<file path="config.mk">
export PLATFORM = sky130hd
export DESIGN_NAME = divisor_sum_of_power_mod
export DESIGN_NICKNAME = d
export VERILOG_FILES = /design/src/rtl/dspm_pkg.sv /design/src/rtl/divisor_sum_of_power_mod.sv
export VERILOG_INCLUDE_DIRS = /design/src /design/src/rtl
export SDC_FILE = /design/constraint.sdc
export NUM_CORES = 2
export LEC_CHECK = 0
export BUFFER_PORTS_ARGS = -buffer_cell sky130_fd_sc_hd__buf_2
export CAP_MARGIN = 20
export CORE_ASPECT_RATIO = 1.25
export CORE_UTILIZATION = 65
export CTS_CLUSTER_DIAMETER = 150
export DETAILED_ROUTE_END_ITERATION = 12
export PLACE_DENSITY = 0.92
export SYNTH_ARGS = -nofsm -noshare
export SYNTH_HDL_FRONTEND = slang
export SYNTH_SLANG_ARGS = --single-unit
</file>
<file path="constraint.sdc">
create_clock -name clk -period 23.1 [get_ports clk]
set_input_delay 3.465 -clock clk [delete_from_list [all_inputs] [get_ports clk]]
set_output_delay 3.465 -clock clk [all_outputs]
set_load 0.02 [all_outputs]
</file>
<file path="src/rtl/assert_macros.svh">
// Assertion macros shared by the RTL of the divisor sum block.
// Depends on a clock named clk and an active-low reset named rst_n in scope.
`ifndef ASSERT_MACROS_SVH
`define ASSERT_MACROS_SVH

// The property must hold at every clock edge outside reset.
`define ASSERT_CLK(lbl, prop, msg) \
    lbl: assert property (@(posedge clk) disable iff (!rst_n) (prop)) else $error(msg);

// The condition must never be seen at a clock edge outside reset.
`define ASSERT_NEVER(lbl, cond, msg) \
    lbl: assert property (@(posedge clk) disable iff (!rst_n) !(cond)) else $error(msg);

`endif

</file>
<file path="src/rtl/dspm_pkg.sv">
// Package for the divisor sum block: widths, reset value and sequencer codes.
// Used by divisor_sum_of_power_mod; depends on nothing.
`timescale 1ns / 1ps
`default_nettype none
package dspm_pkg;
    localparam int VALUE_W = 26;
    localparam int MOD_W   = 16;
    localparam int ROOT_W  = VALUE_W / 2 + 1;
    localparam int DVS_W   = (MOD_W > ROOT_W) ? MOD_W : ROOT_W;
    localparam int DIVD_W  = (2 * MOD_W > VALUE_W) ? 2 * MOD_W : VALUE_W;
    localparam int CNT_W   = $clog2(DIVD_W + 1);
    localparam int S_W     = $clog2(VALUE_W + 1);
    localparam int K_W     = VALUE_W + S_W;
    localparam int BIT_W   = $clog2(K_W);

    localparam logic [MOD_W-1:0] MODULUS_RESET = MOD_W'(9901);

    typedef enum logic [2:0] {
        ST_IDLE,
        ST_SQ,
        ST_DIV,
        ST_MUL,
        ST_FIN
    } state_t;

    typedef enum logic [2:0] {
        OP_TRIAL,
        OP_PM,
        OP_S2,
        OP_PW2,
        OP_PWP,
        OP_RES
    } op_t;
endpackage
`default_nettype wire

</file>
<file path="src/rtl/divisor_sum_of_power_mod.sv">
// Top level of the divisor sum block: sequencer around one shared divider and multiplier.
// Depends on dspm_pkg and assert_macros.svh.
//
// channel  direction  handshake             payload
// in       input      in_valid / in_ready   base_value, power_exponent
// cfg      input      cfg_valid / cfg_ready cfg_data (modulus)
// out      output     out_valid / out_ready divisor_sum
//
// The block takes one word at a time. Each trial divisor costs one square check and one divide
// in the shared restoring divider, and each prime costs 31 exponent bits of up to three modular
// products.
// Reset sets the modulus to 9901 and empties the output register.
// A result waiting in the output register holds back only the next finished word.
`timescale 1ns / 1ps
`default_nettype none
`include "assert_macros.svh"
module divisor_sum_of_power_mod (
    input  wire                            clk,
    input  wire                            rst_n,
    input  wire                            in_valid,
    output logic                           in_ready,
    input  wire  [dspm_pkg::VALUE_W-1:0]   base_value,
    input  wire  [dspm_pkg::VALUE_W-1:0]   power_exponent,
    input  wire                            cfg_valid,
    output logic                           cfg_ready,
    input  wire  [dspm_pkg::MOD_W-1:0]     cfg_data,
    output logic                           out_valid,
    input  wire                            out_ready,
    output logic [dspm_pkg::MOD_W-1:0]     divisor_sum
);
    import dspm_pkg::*;

    state_t             state_reg, state_next;
    op_t                op_reg, op_next;
    logic [VALUE_W-1:0] a_reg, a_next;
    logic [VALUE_W-1:0] b_reg, b_next;
    logic [ROOT_W-1:0]  i_reg, i_next;
    logic [S_W-1:0]     s_reg, s_next;
    logic [K_W-1:0]     k_reg, k_next;
    logic [BIT_W-1:0]   bit_reg, bit_next;
    logic               last_reg, last_next;
    logic [MOD_W-1:0]   res_reg, res_next;
    logic [MOD_W-1:0]   sg_reg, sg_next;
    logic [MOD_W-1:0]   pw_reg, pw_next;
    logic [MOD_W-1:0]   pm_reg, pm_next;
    logic [DIVD_W-1:0]  q_reg, q_next;
    logic [DVS_W-1:0]   rem_reg, rem_next;
    logic [DVS_W-1:0]   dvs_reg, dvs_next;
    logic [CNT_W-1:0]   cnt_reg, cnt_next;
    logic [MOD_W-1:0]   mod_reg;
    logic               out_valid_reg, out_valid_next;
    logic [MOD_W-1:0]   out_reg, out_next;

    logic [DVS_W:0]      r2;
    logic                ge;
    logic [DVS_W-1:0]    rem_step;
    logic [DIVD_W-1:0]   q_step;
    logic                div_last;
    logic [2*ROOT_W-1:0] i_sq;
    logic                i_fits;
    logic [MOD_W:0]      pw1;
    logic [MOD_W-1:0]    t1;
    logic [MOD_W-1:0]    mul_a, mul_b;
    logic [2*MOD_W-1:0]  prod;
    logic [MOD_W:0]      ssum;
    logic [MOD_W-1:0]    sg_add;
    logic                in_acc;
    logic                start_bad;
    logic                fin_load;

    assign cfg_ready   = 1'b1;
    assign in_ready    = (state_reg == ST_IDLE);
    assign out_valid   = out_valid_reg;
    assign divisor_sum = out_reg;
    assign in_acc      = in_valid && in_ready;
    assign start_bad   = (mod_reg < MOD_W'(2)) || (base_value == '0);
    assign fin_load    = !out_valid_reg || out_ready;

    assign r2       = {rem_reg, q_reg[DIVD_W-1]};
    assign ge       = (r2 >= {1'b0, dvs_reg});
    assign rem_step = ge ? DVS_W'(r2 - {1'b0, dvs_reg}) : r2[DVS_W-1:0];
    assign q_step   = {q_reg[DIVD_W-2:0], ge};
    assign div_last = (cnt_reg == CNT_W'(1));

    assign i_sq   = i_reg * i_reg;
    assign i_fits = (i_sq <= (2*ROOT_W)'(a_reg));

    assign pw1 = {1'b0, pw_reg} + (MOD_W+1)'(1);
    assign t1  = (pw1 == {1'b0, mod_reg}) ? '0 : pw1[MOD_W-1:0];

    always_comb
    begin
        unique case (op_reg)
            OP_S2:   begin mul_a = sg_reg;  mul_b = t1;     end
            OP_PW2:  begin mul_a = pw_reg;  mul_b = pw_reg; end
            OP_PWP:  begin mul_a = pw_reg;  mul_b = pm_reg; end
            OP_RES:  begin mul_a = res_reg; mul_b = sg_reg; end
            default: begin mul_a = '0;      mul_b = '0;     end
        endcase
    end

    assign prod   = mul_a * mul_b;
    assign ssum   = {1'b0, sg_reg} + {1'b0, rem_step[MOD_W-1:0]};
    assign sg_add = (ssum >= {1'b0, mod_reg}) ? MOD_W'(ssum - {1'b0, mod_reg})
                                              : ssum[MOD_W-1:0];

    always_comb
    begin
        state_next = state_reg;
        unique case (state_reg)
            ST_IDLE:
                if (in_acc)
                    state_next = start_bad ? ST_FIN : ST_SQ;
            ST_SQ:
                if (i_fits || (a_reg > VALUE_W'(1)))
                    state_next = ST_DIV;
                else
                    state_next = ST_FIN;
            ST_DIV:
                if (div_last)
                begin
                    priority case (op_reg)
                        OP_TRIAL:
                            if (rem_step == '0 || s_reg != '0)
                                state_next = ST_DIV;
                            else
                                state_next = ST_SQ;
                        OP_RES:
                            state_next = last_reg ? ST_FIN : ST_SQ;
                        default:
                            state_next = ST_MUL;
                    endcase
                end
            ST_MUL:
                state_next = ST_DIV;
            ST_FIN:
                if (fin_load)
                    state_next = ST_IDLE;
            default:
                state_next = ST_IDLE;
        endcase
    end

    always_comb
    begin
        op_next        = op_reg;
        a_next         = a_reg;
        b_next         = b_reg;
        i_next         = i_reg;
        s_next         = s_reg;
        k_next         = k_reg;
        bit_next       = bit_reg;
        last_next      = last_reg;
        res_next       = res_reg;
        sg_next        = sg_reg;
        pw_next        = pw_reg;
        pm_next        = pm_reg;
        q_next         = q_reg;
        rem_next       = rem_reg;
        dvs_next       = dvs_reg;
        cnt_next       = cnt_reg;
        out_next       = out_reg;
        out_valid_next = out_valid_reg && !out_ready;
        unique case (state_reg)
            ST_IDLE:
                if (in_acc)
                begin
                    a_next   = base_value;
                    b_next   = power_exponent;
                    i_next   = ROOT_W'(2);
                    s_next   = '0;
                    res_next = start_bad ? '0 : MOD_W'(1);
                end
            ST_SQ:
                if (i_fits)
                begin
                    op_next  = OP_TRIAL;
                    q_next   = DIVD_W'(a_reg) << (DIVD_W - VALUE_W);
                    rem_next = '0;
                    dvs_next = DVS_W'(i_reg);
                    cnt_next = CNT_W'(VALUE_W);
                end
                else if (a_reg > VALUE_W'(1))
                begin
                    op_next   = OP_PM;
                    q_next    = DIVD_W'(a_reg);
                    rem_next  = '0;
                    dvs_next  = DVS_W'(mod_reg);
                    cnt_next  = CNT_W'(DIVD_W);
                    k_next    = K_W'(b_reg) + K_W'(1);
                    last_next = 1'b1;
                end
            ST_DIV:
            begin
                q_next   = q_step;
                rem_next = rem_step;
                cnt_next = cnt_reg - CNT_W'(1);
                if (div_last)
                begin
                    unique case (op_reg)
                        OP_TRIAL:
                            if (rem_step == '0)
                            begin
                                a_next   = q_step[VALUE_W-1:0];
                                s_next   = s_reg + S_W'(1);
                                q_next   = DIVD_W'(q_step[VALUE_W-1:0]) << (DIVD_W - VALUE_W);
                                rem_next = '0;
                                cnt_next = CNT_W'(VALUE_W);
                            end
                            else if (s_reg != '0)
                            begin
                                op_next   = OP_PM;
                                q_next    = DIVD_W'(i_reg);
                                rem_next  = '0;
                                dvs_next  = DVS_W'(mod_reg);
                                cnt_next  = CNT_W'(DIVD_W);
                                k_next    = K_W'(b_reg) * K_W'(s_reg) + K_W'(1);
                                last_next = 1'b0;
                            end
                            else
                                i_next = i_reg + ROOT_W'(1);
                        OP_PM:
                        begin
                            pm_next  = rem_step[MOD_W-1:0];
                            sg_next  = '0;
                            pw_next  = MOD_W'(1);
                            bit_next = BIT_W'(K_W - 1);
                            op_next  = OP_S2;
                        end
                        OP_S2:
                        begin
                            sg_next = rem_step[MOD_W-1:0];
                            op_next = OP_PW2;
                        end
                        OP_PW2:
                        begin
                            pw_next = rem_step[MOD_W-1:0];
                            if (k_reg[bit_reg])
                            begin
                                sg_next = sg_add;
                                op_next = OP_PWP;
                            end
                            else if (bit_reg == '0)
                                op_next = OP_RES;
                            else
                            begin
                                bit_next = bit_reg - BIT_W'(1);
                                op_next  = OP_S2;
                            end
                        end
                        OP_PWP:
                        begin
                            pw_next = rem_step[MOD_W-1:0];
                            if (bit_reg == '0)
                                op_next = OP_RES;
                            else
                            begin
                                bit_next = bit_reg - BIT_W'(1);
                                op_next  = OP_S2;
                            end
                        end
                        OP_RES:
                        begin
                            res_next = rem_step[MOD_W-1:0];
                            s_next   = '0;
                            if (!last_reg)
                                i_next = i_reg + ROOT_W'(1);
                        end
                        default:
                            op_next = op_reg;
                    endcase
                end
            end
            ST_MUL:
            begin
                q_next   = DIVD_W'(prod);
                rem_next = '0;
                dvs_next = DVS_W'(mod_reg);
                cnt_next = CNT_W'(DIVD_W);
            end
            ST_FIN:
                if (fin_load)
                begin
                    out_next       = res_reg;
                    out_valid_next = 1'b1;
                end
            default:
                op_next = op_reg;
        endcase
    end

    always_ff @(posedge clk or negedge rst_n)
    begin
        if (!rst_n)
        begin
            state_reg     <= ST_IDLE;
            out_valid_reg <= 1'b0;
            mod_reg       <= MODULUS_RESET;
        end
        else
        begin
            state_reg     <= state_next;
            out_valid_reg <= out_valid_next;
            if (cfg_valid && cfg_ready)
                mod_reg <= cfg_data;
        end
    end

    always_ff @(posedge clk)
    begin
        op_reg   <= op_next;
        a_reg    <= a_next;
        b_reg    <= b_next;
        i_reg    <= i_next;
        s_reg    <= s_next;
        k_reg    <= k_next;
        bit_reg  <= bit_next;
        last_reg <= last_next;
        res_reg  <= res_next;
        sg_reg   <= sg_next;
        pw_reg   <= pw_next;
        pm_reg   <= pm_next;
        q_reg    <= q_next;
        rem_reg  <= rem_next;
        dvs_reg  <= dvs_next;
        cnt_reg  <= cnt_next;
        out_reg  <= out_next;
    end

    `ASSERT_CLK(a_busy_after_accept, (in_valid && in_ready) |=> !in_ready,
                "Block accepted a word while the previous one was in progress.")
    `ASSERT_NEVER(a_div_by_zero, (state_reg == ST_DIV) && (dvs_reg == '0),
                  "Shared divider ran with a zero divisor.")
    `ASSERT_CLK(a_result_range,
                out_valid |-> ((divisor_sum < mod_reg) || (divisor_sum == '0)),
                "Result word is not reduced below the modulus.")
endmodule
`default_nettype wire
</file>
==> results.cfg <==
[status]
status = finished clean

[placed_design]
placed_area_mm2 = 0.0367
port_buffers = 90
place_inst = 4578
place_congestion = 1.01
hpwl_um = 76800

[critical_path]
path_delay_family = adder cells
cp.required_ns = 23.28
crit_path_end_kind = flip-flop
critPathKind = flip-flop to flip-flop
crit_buf_inv = 5
cp.arrival_ns = 10.48
crit_slowest_cell = edfxtp_1
path_common_cell = fa_1
start_kind = flip-flop
cp_slowest_stage_delay_ns = 0.85
path_max_fanout = 54

[clocking]
cts-root-buf = clkbuf_16
clockBufferDepth = 3
cts_tree = built
cts_buffers = 34
clk_pin_slew_worst_paths_ns = 0.06
htree_num_levels = 2
post_cts_resized = 0
postCtsHoldBufs = 0
cts.sinks = 281
clkLatencyLatePin_ns = 0.57
cts_setup_buffers = 0

[timing]
period_share = 0.446
fin_crit_ns = 10.30
clock_skew_ns = 0.0274
setup_tns_ns = 0
rsz0062_at_grt = no
finalHoldViolCount = 0
worstMarginPinSlew_ns = 1.12
slew_violations = 0
maxSlewHeadroom = 0.252
clock.fmax_mhz = 97.1
setup_viol = 0

[synthesis]
synthDistinctLibCells = 99
synth_ff_type = edfxtp_1
async_flop_share = 0.0712
synth_area_mm2 = 0.0356
syn_inst = 3898
synth_edf_count = 261
syn_nets = 4669
avgSynthCellArea_um2 = 9.13
synth.ff_latch_count = 281
ys_seq_area_frac = 0.235
ys_warn_count = 0

[grt]
grt_max_degree = 69
met1_usage = 0.432
grt_overflow = 0
use_met2 = 0.616
grt_pass1_wl_um = 161000
antenna_found_initial = 1
met3_usage = 0.0706
grt_pass1_vias = 30800
globalRoute.busiestLayer = met2
grt_usage = 0.372

[detailed_routing]
drt_wl_total_um = 101000
drcViolationCount = 0
drt_iter0_drc = 3248
dr.pass1.iters = 9
vias_per_cell = 6.45
wire_per_inst_um = 21.7
ant_nets = 0
vias = 29900

[cells_and_area]
syn2layout_area_growth_pct = 6.45
final_cell_mix = inv_1, nand2_1, fa_1
final-seq-area_mm2 = 0.00835
stdcell_area_mm2 = 0.0379
fill_cells = 3841
instances_no_fill = 4643
multi_input_area_mm2 = 0.0246
final_common_cell = inv_1
n_antenna_cell = 0
drive_gt1_frac = 0.0748
final_nets = 4661
largest_reg_flops = 32
final_util = 0.702

[floorplan]
start_util = 0.659
die_area_mm2 = 0.0557
fp.dieW_um = 211
core-area_mm2 = 0.0540
die_y_um = 264
ios = 92
fp-row-count = 95

[worst_hold_path]
hp-class = flip-flop to flip-flop

[flow_run]
drv_cap = 0
-- cell type report --
class                           count  share of cell area
Clock inverter                     23             0.00760
Inverter                          523              0.0519
Multi-Input combinational cell   2904               0.649
Clock buffer                       39              0.0235
Timing Repair Buffer              146              0.0237
Sequential cell                   281               0.220
Tap cell                          727              0.0240
-- logic make-up after synthesis --
logic type | count (synthesis) | synth area share
muxes | 66 | 0.0222
DFF | 281 | 0.235
xor gates and xnor gates | 182 | 0.0450
other | 1 | 0.000105
and+or+nand+nor | 1273 | 0.166
adders and majority gates | 698 | 0.327
buffers and inverters | 713 | 0.0769
AOI/OAI and AO/OA | 684 | 0.128
-- per-stage QoR --
stage / worst slack [ns] / hold WS (ns)
after global placement: 12.95 / 0.437
after floorplan: 12.23 / 0.427
after CTS: 12.64 / 0.457
after detailed placement: 12.68 / 0.443
after global routing: 12.33 / 0.476
final: 12.80 / 0.457
-- synth_stat cells (all sizes together) (12+ instances only) --
cell type | count | area (um2)
a211oi | 27 | 208
a21o | 50 | 375
a21oi | 170 | 851
a221oi | 24 | 210
a22o | 15 | 131
a22oi | 33 | 248
a31oi | 16 | 100
and2 | 146 | 913
and3 | 14 | 87.6
buf | 43 | 223
clkbuf | 147 | 552
dfrtp | 12 | 300
edfxtp | 261 | 7840
fa | 387 | 7750
ha | 311 | 3890
inv | 520 | 1950
mux2 | 13 | 146
mux2i | 44 | 440
nand2 | 497 | 1870
nand2b | 29 | 181
nand3 | 61 | 315
nand4 | 31 | 194
nor2 | 297 | 1120
nor2b | 32 | 200
nor3 | 80 | 412
nor4 | 22 | 138
o211ai | 21 | 168
o21a | 26 | 195
o21ai | 151 | 756
o221ai | 14 | 123
o22ai | 21 | 131
o31ai | 12 | 95.1
or2 | 20 | 125
xnor2 | 117 | 1020
xor2 | 65 | 577
-- worst paths after layout --
path                            start             end  slack [ns]  cells past startpoint
hold reg to reg            res_reg[7]  divisor_sum[7]        0.46                      0
hold / removal             res_reg[7]  divisor_sum[7]        0.46                      0
setup reg to reg             i_reg[4]       q_reg[17]       12.80                     34
max in group asynchronous       rst_n     mod_reg[10]       19.86                      1
setup / recovery             i_reg[4]       q_reg[17]       12.80                     34
min in group asynchronous       rst_n      mod_reg[6]        2.87                      1
-- layer usage --
| layer | up-vias | share of wire |
|---|---|---|
| met5 | - | 0.000089 |
| met4 | 2 | 0.087 |
| met3 | 588 | 0.10 |
| met2 | 1956 | 0.47 |
| met1 | 14300 | 0.34 |
| li1 | 13100 | - |
Power is left out: the tool's default activity adds up to more than one toggle a clock period on the data nets, which glitch-free logic cannot reach.
